===== src/hdl/assert_macros.svh =====
// assertion macros shared by the rtl files
`ifndef ASSERT_MACROS_SVH
`define ASSERT_MACROS_SVH

// clocked assertion, disabled while reset is asserted
`define ASSERT_CLK(lbl, prop, msg) \
  lbl: assert property (@(posedge clk_i) disable iff (!rst_ni) prop) else $error(msg);

// clocked assertion that is also checked during reset
`define ASSERT_ALWAYS(lbl, prop, msg) \
  lbl: assert property (@(posedge clk_i) prop) else $error(msg);

`endif


===== src/hdl/gcd_pkg.sv =====
// package with the shared step unit operation codes
`default_nettype none

package gcd_pkg;

  // operation of the shared step unit
  typedef enum logic {
    OP_DIV = 1'b0,
    OP_MUL = 1'b1
  } unit_op_e;

endpackage

`default_nettype wire


===== src/hdl/gcd_lcm_unit_top.sv =====
// gcd and lcm unit: stream ports, sequencer and operand registers
//
// usage: one transaction on the slave stream carries operand_a (low half of
// tdata) and operand_b (next half). The block answers with one transaction on
// the master stream: gcd_value and lcm_low in tdata, lcm_overflow in tuser.
// s_axis_tready is high only while no item is being worked on; the sequencer
// then runs euclid's remainder loop, each remainder found by restoring
// division on the shared step unit. The lcm takes one more division (a / gcd)
// and one shift-add multiplication (quotient * b) on the same unit; these run
// only when both operands are nonzero; a zero operand_b skips every division.
// the result sits in an output register, so a new item is accepted while an
// earlier result still waits; when the receiver stalls and that register is
// full, the finished item waits in the sequencer and input stays blocked.
// reset clears the sequencer and the output valid flag; no other state.
`default_nettype none
`include "assert_macros.svh"

module gcd_lcm_unit_top
  import gcd_pkg::*;
#(
  parameter int unsigned OPERAND_WIDTH = 16
) (
  input  wire  logic clk_i,
  input  wire  logic rst_ni,
  input  wire  logic s_axis_tvalid,
  output logic       s_axis_tready,
  // operand_a, operand_b
  input  wire  logic [((2*OPERAND_WIDTH+7)/8)*8-1:0] s_axis_tdata,
  output logic       m_axis_tvalid,
  input  wire  logic m_axis_tready,
  // gcd_value, lcm_low
  output logic [((2*OPERAND_WIDTH+7)/8)*8-1:0] m_axis_tdata,
  // lcm_overflow
  output logic [0:0] m_axis_tuser
);

  localparam int unsigned W      = OPERAND_WIDTH;
  localparam int unsigned DATA_W = ((2*OPERAND_WIDTH+7)/8)*8;
  localparam int unsigned CNT_W  = $clog2(OPERAND_WIDTH);
  localparam logic [CNT_W-1:0] CNT_LAST = CNT_W'(OPERAND_WIDTH - 1);

  // sequencer states
  localparam logic [2:0] ST_IDLE = 3'd0;
  localparam logic [2:0] ST_DIVG = 3'd1;
  localparam logic [2:0] ST_DIVL = 3'd2;
  localparam logic [2:0] ST_MUL  = 3'd3;
  localparam logic [2:0] ST_FIN  = 3'd4;

  logic [2:0]       state_q, state_d;
  logic [CNT_W-1:0] cnt_q, cnt_d;
  logic [W-1:0]     a_q, a_d;
  logic [W-1:0]     b_q, b_d;
  logic [W-1:0]     g_q, g_d;
  logic [W-1:0]     hi_q, hi_d;
  logic [W-1:0]     lo_q, lo_d;
  logic [W-1:0]     opd_q, opd_d;
  logic             out_valid_q, out_valid_d;
  logic [W-1:0]     gcd_out_q;
  logic [W-1:0]     lcm_out_q;
  logic             ovf_out_q;

  logic [W-1:0]     in_a;
  logic [W-1:0]     in_b;
  logic             in_fire;
  logic             out_load;
  logic             cnt_last;
  unit_op_e         unit_op;
  logic [W-1:0]     unit_hi;
  logic [W-1:0]     unit_lo;

  // input unpacking and handshakes
  assign in_a          = s_axis_tdata[W-1:0];
  assign in_b          = s_axis_tdata[2*W-1:W];
  assign s_axis_tready = (state_q == ST_IDLE);
  assign in_fire       = s_axis_tvalid && s_axis_tready;
  assign out_load      = (state_q == ST_FIN) && (!out_valid_q || m_axis_tready);
  assign cnt_last      = (cnt_q == CNT_LAST);
  assign unit_op       = (state_q == ST_MUL) ? OP_MUL : OP_DIV;

  // shared step unit
  gcd_step_unit #(
    .OPERAND_WIDTH(OPERAND_WIDTH)
  ) u_step (
    .op_i (unit_op),
    .hi_i (hi_q),
    .lo_i (lo_q),
    .opd_i(opd_q),
    .hi_o (unit_hi),
    .lo_o (unit_lo)
  );

  // sequencer
  always_comb begin
    state_d = state_q;
    cnt_d   = cnt_q;
    a_d     = a_q;
    b_d     = b_q;
    g_d     = g_q;
    hi_d    = hi_q;
    lo_d    = lo_q;
    opd_d   = opd_q;
    case (state_q)
      ST_IDLE: begin
        if (in_fire) begin
          a_d   = in_a;
          b_d   = in_b;
          cnt_d = '0;
          hi_d  = '0;
          if (in_b == '0) begin
            g_d     = in_a;
            lo_d    = '0;
            state_d = ST_FIN;
          end else begin
            lo_d    = in_a;
            opd_d   = in_b;
            state_d = ST_DIVG;
          end
        end
      end
      ST_DIVG: begin
        hi_d  = unit_hi;
        lo_d  = unit_lo;
        cnt_d = cnt_q + 1'b1;
        if (cnt_last) begin
          cnt_d = '0;
          hi_d  = '0;
          if (unit_hi == '0) begin
            g_d = opd_q;
            if (a_q == '0) begin
              lo_d    = '0;
              state_d = ST_FIN;
            end else begin
              lo_d    = a_q;
              state_d = ST_DIVL;
            end
          end else begin
            // next euclid step: old divisor over the remainder
            lo_d  = opd_q;
            opd_d = unit_hi;
          end
        end
      end
      ST_DIVL: begin
        hi_d  = unit_hi;
        lo_d  = unit_lo;
        cnt_d = cnt_q + 1'b1;
        if (cnt_last) begin
          // quotient a / gcd times b
          cnt_d   = '0;
          hi_d    = '0;
          opd_d   = b_q;
          state_d = ST_MUL;
        end
      end
      ST_MUL: begin
        hi_d  = unit_hi;
        lo_d  = unit_lo;
        cnt_d = cnt_q + 1'b1;
        if (cnt_last) begin
          cnt_d   = '0;
          state_d = ST_FIN;
        end
      end
      ST_FIN: begin
        if (out_load) begin
          state_d = ST_IDLE;
        end
      end
      default: begin
        state_d = ST_IDLE;
        cnt_d   = '0;
      end
    endcase
  end

  // output register valid flag
  always_comb begin
    out_valid_d = out_valid_q;
    if (out_load) begin
      out_valid_d = 1'b1;
    end else if (m_axis_tready) begin
      out_valid_d = 1'b0;
    end
  end

  // control registers
  always_ff @(posedge clk_i or negedge rst_ni) begin
    if (!rst_ni) begin
      state_q     <= ST_IDLE;
      cnt_q       <= '0;
      out_valid_q <= 1'b0;
    end else begin
      state_q     <= state_d;
      cnt_q       <= cnt_d;
      out_valid_q <= out_valid_d;
    end
  end

  // datapath registers
  always_ff @(posedge clk_i) begin
    a_q   <= a_d;
    b_q   <= b_d;
    g_q   <= g_d;
    hi_q  <= hi_d;
    lo_q  <= lo_d;
    opd_q <= opd_d;
    if (out_load) begin
      gcd_out_q <= g_q;
      lcm_out_q <= lo_q;
      ovf_out_q <= |hi_q;
    end
  end

  // output packing
  assign m_axis_tvalid = out_valid_q;
  assign m_axis_tdata  = {{(DATA_W-2*W){1'b0}}, lcm_out_q, gcd_out_q};
  assign m_axis_tuser  = ovf_out_q;

  `ASSERT_CLK(a_div_nonzero,
    (state_q == ST_DIVG || state_q == ST_DIVL) |-> (opd_q != '0),
    "divisor is zero during a division")
  `ASSERT_CLK(a_rem_below_divisor,
    (state_q == ST_DIVG || state_q == ST_DIVL) |-> (unit_hi < opd_q),
    "partial remainder not below divisor")
  `ASSERT_CLK(a_out_from_fin,
    (!out_valid_q ##1 out_valid_q) |-> $past(state_q == ST_FIN),
    "result appeared without a finished item")
  `ASSERT_ALWAYS(a_idle_cnt_clear,
    (state_q == ST_IDLE || state_q == ST_FIN) |-> (cnt_q == '0),
    "step counter not cleared between items")

endmodule

`default_nettype wire


===== src/hdl/gcd_step_unit.sv =====
// shared add/subtract unit doing one restoring-divide or shift-add multiply step
`default_nettype none

module gcd_step_unit
  import gcd_pkg::*;
#(
  parameter int unsigned OPERAND_WIDTH = 16
) (
  input  wire unit_op_e                 op_i,
  input  wire logic [OPERAND_WIDTH-1:0] hi_i,
  input  wire logic [OPERAND_WIDTH-1:0] lo_i,
  input  wire logic [OPERAND_WIDTH-1:0] opd_i,
  output logic      [OPERAND_WIDTH-1:0] hi_o,
  output logic      [OPERAND_WIDTH-1:0] lo_o
);

  localparam int unsigned W = OPERAND_WIDTH;

  logic [W:0]   trial;
  logic [W+1:0] add_x;
  logic [W+1:0] add_y;
  logic         add_cin;
  logic [W+1:0] sum;
  logic         fits;

  // partial remainder shifted left by one with the next dividend bit
  assign trial = {hi_i, lo_i[W-1]};

  // operand selection for the single adder
  always_comb begin
    if (op_i == OP_MUL) begin
      add_x   = {2'b00, hi_i};
      add_y   = lo_i[0] ? {2'b00, opd_i} : '0;
      add_cin = 1'b0;
    end else begin
      add_x   = {1'b0, trial};
      add_y   = ~{2'b00, opd_i};
      add_cin = 1'b1;
    end
  end

  assign sum  = add_x + add_y + {{(W+1){1'b0}}, add_cin};
  assign fits = ~sum[W+1];

  // next remainder/quotient or next product halves
  always_comb begin
    if (op_i == OP_MUL) begin
      hi_o = sum[W:1];
      lo_o = {sum[0], lo_i[W-1:1]};
    end else begin
      hi_o = fits ? sum[W-1:0] : trial[W-1:0];
      lo_o = {lo_i[W-2:0], fits};
    end
  end

endmodule

`default_nettype wire

===== config.mk =====
export PLATFORM = sky130hd
export DESIGN_NAME = gcd_lcm_unit_top
export DESIGN_NICKNAME = d
export VERILOG_FILES = /design/src/hdl/gcd_pkg.sv /design/src/hdl/gcd_lcm_unit_top.sv /design/src/hdl/gcd_step_unit.sv
export VERILOG_INCLUDE_DIRS = /design/src /design/src/hdl
export SDC_FILE = /design/constraint.sdc
export NUM_CORES = 1
export LEC_CHECK = 0
export BUFFER_PORTS_ARGS = -buffer_cell sky130_fd_sc_hd__buf_2
export CAP_MARGIN = 10
export CORE_AREA = 5 5 140 109
export DETAILED_ROUTE_END_ITERATION = 8
export DIE_AREA = 0 0 145 114
export GPL_TIMING_DRIVEN = 0
export HOLD_SLACK_MARGIN = 0.06
export PLACE_DENSITY = 0.86
export SETUP_SLACK_MARGIN = 0.1
export SYNTH_ARGS = -nofsm -noshare
export SYNTH_HDL_FRONTEND = slang
export SYNTH_SLANG_ARGS = --single-unit
export TNS_END_PERCENT = 50

===== constraint.sdc =====
create_clock -name clk_i -period 8.4 [get_ports clk_i]
set_clock_uncertainty 0.15 [all_clocks]
set_input_delay 0.84 -clock clk_i [delete_from_list [all_inputs] [get_ports clk_i]]
set_output_delay 0.84 -clock clk_i [all_outputs]
set_load 0.05 [all_outputs]

==> results_tabular.tex <==
\begin{tabular}{lr}
\hline
Metric & Value \\
\hline
\multicolumn{2}{l}{\textbf{Place}} \\
Standard cell area after detailed placement & 8160 µm² \\
Buffers on Ports & 70 \\
Global placer's final weighted congestion & 1.02 \\
Half-perimeter wire length of the detailed placement result & 15500 µm \\
\multicolumn{2}{l}{\textbf{Setup path}} \\
CP startpoint & state\_q[0]\$\_DFFE\_PN0P\_ \\
Maximum fanout count along the critical path & 12 \\
Reg2reg end & g\_q[9]\$\_DFFE\_PP\_ \\
Maximum single-stage delay on the critical path & 0.48 ns \\
Worst EP required & 8.38 ns \\
Buffers plus inverters on the worst setup path & 8 \\
Critical path's slowest cell & sky130\_fd\_sc\_hd\_\_clkbuf\_1 \\
Crit path depth & 23 \\
Setup CP Type & register to register \\
Ordered cell list for the critical path & clkbuf\_1, nand3b\_1, inv\_1, clkbuf\_1, buf\_1, nand2\_1, nand2\_1, inv\_1, fa\_1, inv\_1, fa\_1, a211oi\_1, nor3\_1, o21ai\_1, a21boi\_0, a211oi\_1, o41ai\_2, o2111ai\_1, nor4\_4, buf\_6, a31oi\_1, nor3\_2, buf\_6 \\
FF-to-FF setup slack & 1.50 ns \\
Start of the worst register-to-register path & state\_q[0]\$\_DFFE\_PN0P\_ \\
Most used cell, CP & sky130\_fd\_sc\_hd\_\_inv\_1 \\
Startpoint kind of the worst setup timing path & register \\
Kind of end point of the critical path & register \\
Reg2reg path depth & 23 \\
Capture point of the critical path & g\_q[9]\$\_DFFE\_PP\_ \\
Arrival time of the worst setup path & 6.88 ns \\
Cell class contributing the biggest share of worst-path delay & buffers and inverters \\
\multicolumn{2}{l}{\textbf{Layout}} \\
Final instance area & 8740 µm² \\
Ratio of cells with drive above 1 in the final layout & 0.197 \\
Number of nets in the layout & 855 \\
Area Overhead vs Synth & 16.8\% \\
Antenna cells & 0 \\
\multicolumn{2}{l}{\textbf{Yosys}} \\
Flops \& latches, synth & 137 \\
Async SR Flop Fraction & 0.0584 \\
Average size of a mapped cell & 10.6 µm² \\
Net count of the mapped netlist & 761 \\
Area contributors post-synth & sky130\_fd\_sc\_hd\_\_edfxtp\_1 (52\%), sky130\_fd\_sc\_hd\_\_nand2\_1 (5.7\%), sky130\_fd\_sc\_hd\_\_a21oi\_1 (5.6\%) \\
Area fraction of the dominant cell type after synthesis & 0.518 \\
Cell types with the highest counts after synthesis & sky130\_fd\_sc\_hd\_\_edfxtp\_1 (129), sky130\_fd\_sc\_hd\_\_nand2\_1 (114), sky130\_fd\_sc\_hd\_\_a21oi\_1 (83), sky130\_fd\_sc\_hd\_\_nor2\_1 (62), sky130\_fd\_sc\_hd\_\_clkbuf\_1 (27) \\
Synth area leader & sky130\_fd\_sc\_hd\_\_edfxtp\_1 \\
Share of the yosys chip area belonging to registers & 0.544 \\
Leading register cell type out of synthesis & sky130\_fd\_sc\_hd\_\_edfxtp\_1 \\
Count leader, synth & sky130\_fd\_sc\_hd\_\_edfxtp\_1 \\
Post-synthesis cell type count & 76 \\
Number of flops mapped to enable cells by yosys & 129 \\
Post-Syn Instances & 706 \\
Post-synthesis cell area & 7480 µm² \\
Number of warnings printed during yosys synthesis & 0 \\
\multicolumn{2}{l}{\textbf{GRT}} \\
Gr usage total & 0.262 \\
Vias in the first global route & 6111 \\
Final global-route overflow total & 0 \\
Number of antenna violations at the first check in global routing & 0 \\
Pin count of the biggest net entering global routing & 33 \\
First-pass GRT wire length & 33900 µm \\
\multicolumn{2}{l}{\textbf{STA}} \\
RSZ-0062 raised after global routing & false \\
Total negative setup slack & 0 ns \\
Maximum frequency from static timing analysis & 0.145 GHz \\
Final max-slew violation count & 0 \\
Share of the clock period used by the worst path after layout & 0.822 \\
Setup-violating endpoint count in the final report & 0 \\
Max-slew headroom & 0.418 \\
Actual transition at the worst max-transition pin & 0.873 ns \\
Final critical path time including I/O delays and setup & 6.90 ns \\
Hold Vio Cnt, Final & 0 \\
\multicolumn{2}{l}{\textbf{Detailed routing}} \\
Post-DRT Antenna Nets & 0 \\
Iter 0 DRT Violations & 928 \\
Via-to-Cell Ratio & 6.43 \\
DRT Pass-1 Iters & 6 \\
Wire length per cell after detailed routing & 21.8 µm \\
Total vias in the final route & 6386 \\
Overall routed net length & 21600 µm \\
DRC & 0 \\
\multicolumn{2}{l}{\textbf{Floorplan}} \\
Overall die width & 145 µm \\
Die Ht & 114 µm \\
Initial standard-cell utilization of the core & 0.537 \\
Site row count & 38 \\
IO Count & 71 \\
Die Footprint & 16500 µm² \\
Placeable core region & 13900 µm² \\
\multicolumn{2}{l}{\textbf{Clocking}} \\
Clock buffer count from CTS & 17 \\
Sinks on the clock net & 137 \\
Later-pin clock latency in the skew report & 0.43 ns \\
CTS tree & built \\
Clock root buffer master & sky130\_fd\_sc\_hd\_\_clkbuf\_16 \\
CTS hold repair buffers & 0 \\
Clock slew at the register clock pins of the worst setup and hold paths & 0.06 ns \\
\# Post-CTS Setup Buffers & 0 \\
Number of gates resized after CTS & 0 \\
Maximum clock insertion buffer count & 2 \\
Clock H-tree levels & 4 \\
\multicolumn{2}{l}{\textbf{Outcome}} \\
Outcome & finished clean \\
\multicolumn{2}{l}{\textbf{Run}} \\
Number of maximum-capacitance violations & 0 \\
\multicolumn{2}{l}{\textbf{Worst hold path}} \\
Path category of the worst min-delay check & input pin to asynchronous set/reset pin \\
\multicolumn{2}{l}{\textbf{Power}} \\
Worst IR drop on VDD & 0.212 mV \\
Static Leakage & 3.31 nW \\
Power Dens Cells & 355 nW/µm² \\
\hline
\end{tabular}
## sequential cells by signal, summed over array words and instances, names as in the netlist
signal	cells
a_q	16
m_axis_tuser	1
lcm_out_q	16
b_q	16
hi_q	16
opd_q	16
gcd_out_q	16
g_q	16
lo_q	16
m_axis_tvalid	1
state_q	3
cnt_q	4
## how the worst min path moves through the flow
stage,from,to,slack (ns),depth (start not counted)
2_1_floorplan,g_q[0]$_DFFE_PP_,gcd_out_q[0]$_DFFE_PP_,0.25,0
3_3_place_gp,g_q[7]$_DFFE_PP_,gcd_out_q[7]$_DFFE_PP_,0.25,0
3_5_place_dp,g_q[12]$_DFFE_PP_,gcd_out_q[12]$_DFFE_PP_,0.25,0
4_1_cts,rst_ni,state_q[2]$_DFFE_PN0P_,0.1,1
5_1_grt,rst_ni,cnt_q[1]$_DFFE_PN0P_,0.11,1
6_report,rst_ni,state_q[2]$_DFFE_PN0P_,0.1,1
## cells by family (layout without fill, tap and decap cells)
logic type                 after synthesis  count (layout)  synth area share
xor gates and xnor gates                10              10            0.0117
AOI/OAI and AO/OA                      211             211             0.181
muxes                                   35              35            0.0498
and+or+nand+nor                        245             245             0.151
adders and majority gates               19              19            0.0338
DFF                                    137             137             0.544
buffers and inverters                   49             156            0.0278
## metal layers
layer | vias to the layer above | global-route usage | wire, µm
met3 | 71 | 0.0755 | 3060
met4 | 0 | 0.0834 | 549
li1 | 2851 | - | -
met1 | 2982 | 0.368 | 8540
met5 | - | 0 | 0
met2 | 482 | 0.398 | 9480
## layout make-up
cell class	count	area, µm²
Clock buffer	17	425
Tap cell	180	225
Buffer	36	159
Multi-Input combinational cell	520	3220
Inverter	13	48.8
Clock inverter	15	156
Fill cell	1064	5190
Sequential cell	137	4070
Timing Repair Buffer	75	427
## per-stage QoR
stage / hold slack (ns) / std cells / total power [mW] / utilization / worst slack, ns
final: 0.0975 / 993 / 3.10 / 0.627 / 1.50
after global routing: 0.106 / 993 / 3.24 / 0.627 / 1.20
after CTS: 0.0982 / 993 / 3.05 / 0.627 / 1.65
after detailed placement: 0.255 / 961 / 2.28 / 0.585 / 1.80
after global placement: 0.251 / 956 / 2.25 / 0.578 / 0.637
after floorplan: 0.250 / 706 / 1.95 / - / 2.45
## cell usage in the layout (no fill, tap or decap), types with 4 or more instances in the layout
master	instances
sky130_fd_sc_hd__edfxtp_1	129
sky130_fd_sc_hd__nand2_1	114
sky130_fd_sc_hd__a21oi_1	81
sky130_fd_sc_hd__buf_2	74
sky130_fd_sc_hd__nor2_1	62
sky130_fd_sc_hd__clkbuf_1	27
sky130_fd_sc_hd__o21ai_0	25
sky130_fd_sc_hd__o21ai_1	20
sky130_fd_sc_hd__mux2_2	18
sky130_fd_sc_hd__mux2i_1	17
sky130_fd_sc_hd__ha_1	17
sky130_fd_sc_hd__clkbuf_16	17
sky130_fd_sc_hd__nor4_1	13
sky130_fd_sc_hd__inv_1	12
sky130_fd_sc_hd__a21o_1	11
sky130_fd_sc_hd__o22ai_1	11
sky130_fd_sc_hd__nor3_1	10
sky130_fd_sc_hd__a31oi_1	9
sky130_fd_sc_hd__xnor2_1	8
sky130_fd_sc_hd__dfrtp_1	8
sky130_fd_sc_hd__nand2b_1	6
sky130_fd_sc_hd__inv_6	6
sky130_fd_sc_hd__a21oi_2	4
sky130_fd_sc_hd__and3_1	4
sky130_fd_sc_hd__nand3_1	4
sky130_fd_sc_hd__a211oi_1	4
sky130_fd_sc_hd__nor3b_1	4
sky130_fd_sc_hd__a21boi_0	4
sky130_fd_sc_hd__nand4_1	4
sky130_fd_sc_hd__or4_1	4
sky130_fd_sc_hd__inv_8	4
## where the power goes
group / switching [mW] / leakage [nW] / internal [mW] / total (mW)
Sequential: 0.117 / 1.32 / 0.925 / 1.04
Combinational: 0.793 / 1.71 / 0.516 / 1.31
Clock: 0.328 / 0.283 / 0.420 / 0.748
Total: 1.24 / 3.31 / 1.86 / 3.10
Note: power is estimated with default switching activity, not from simulation.
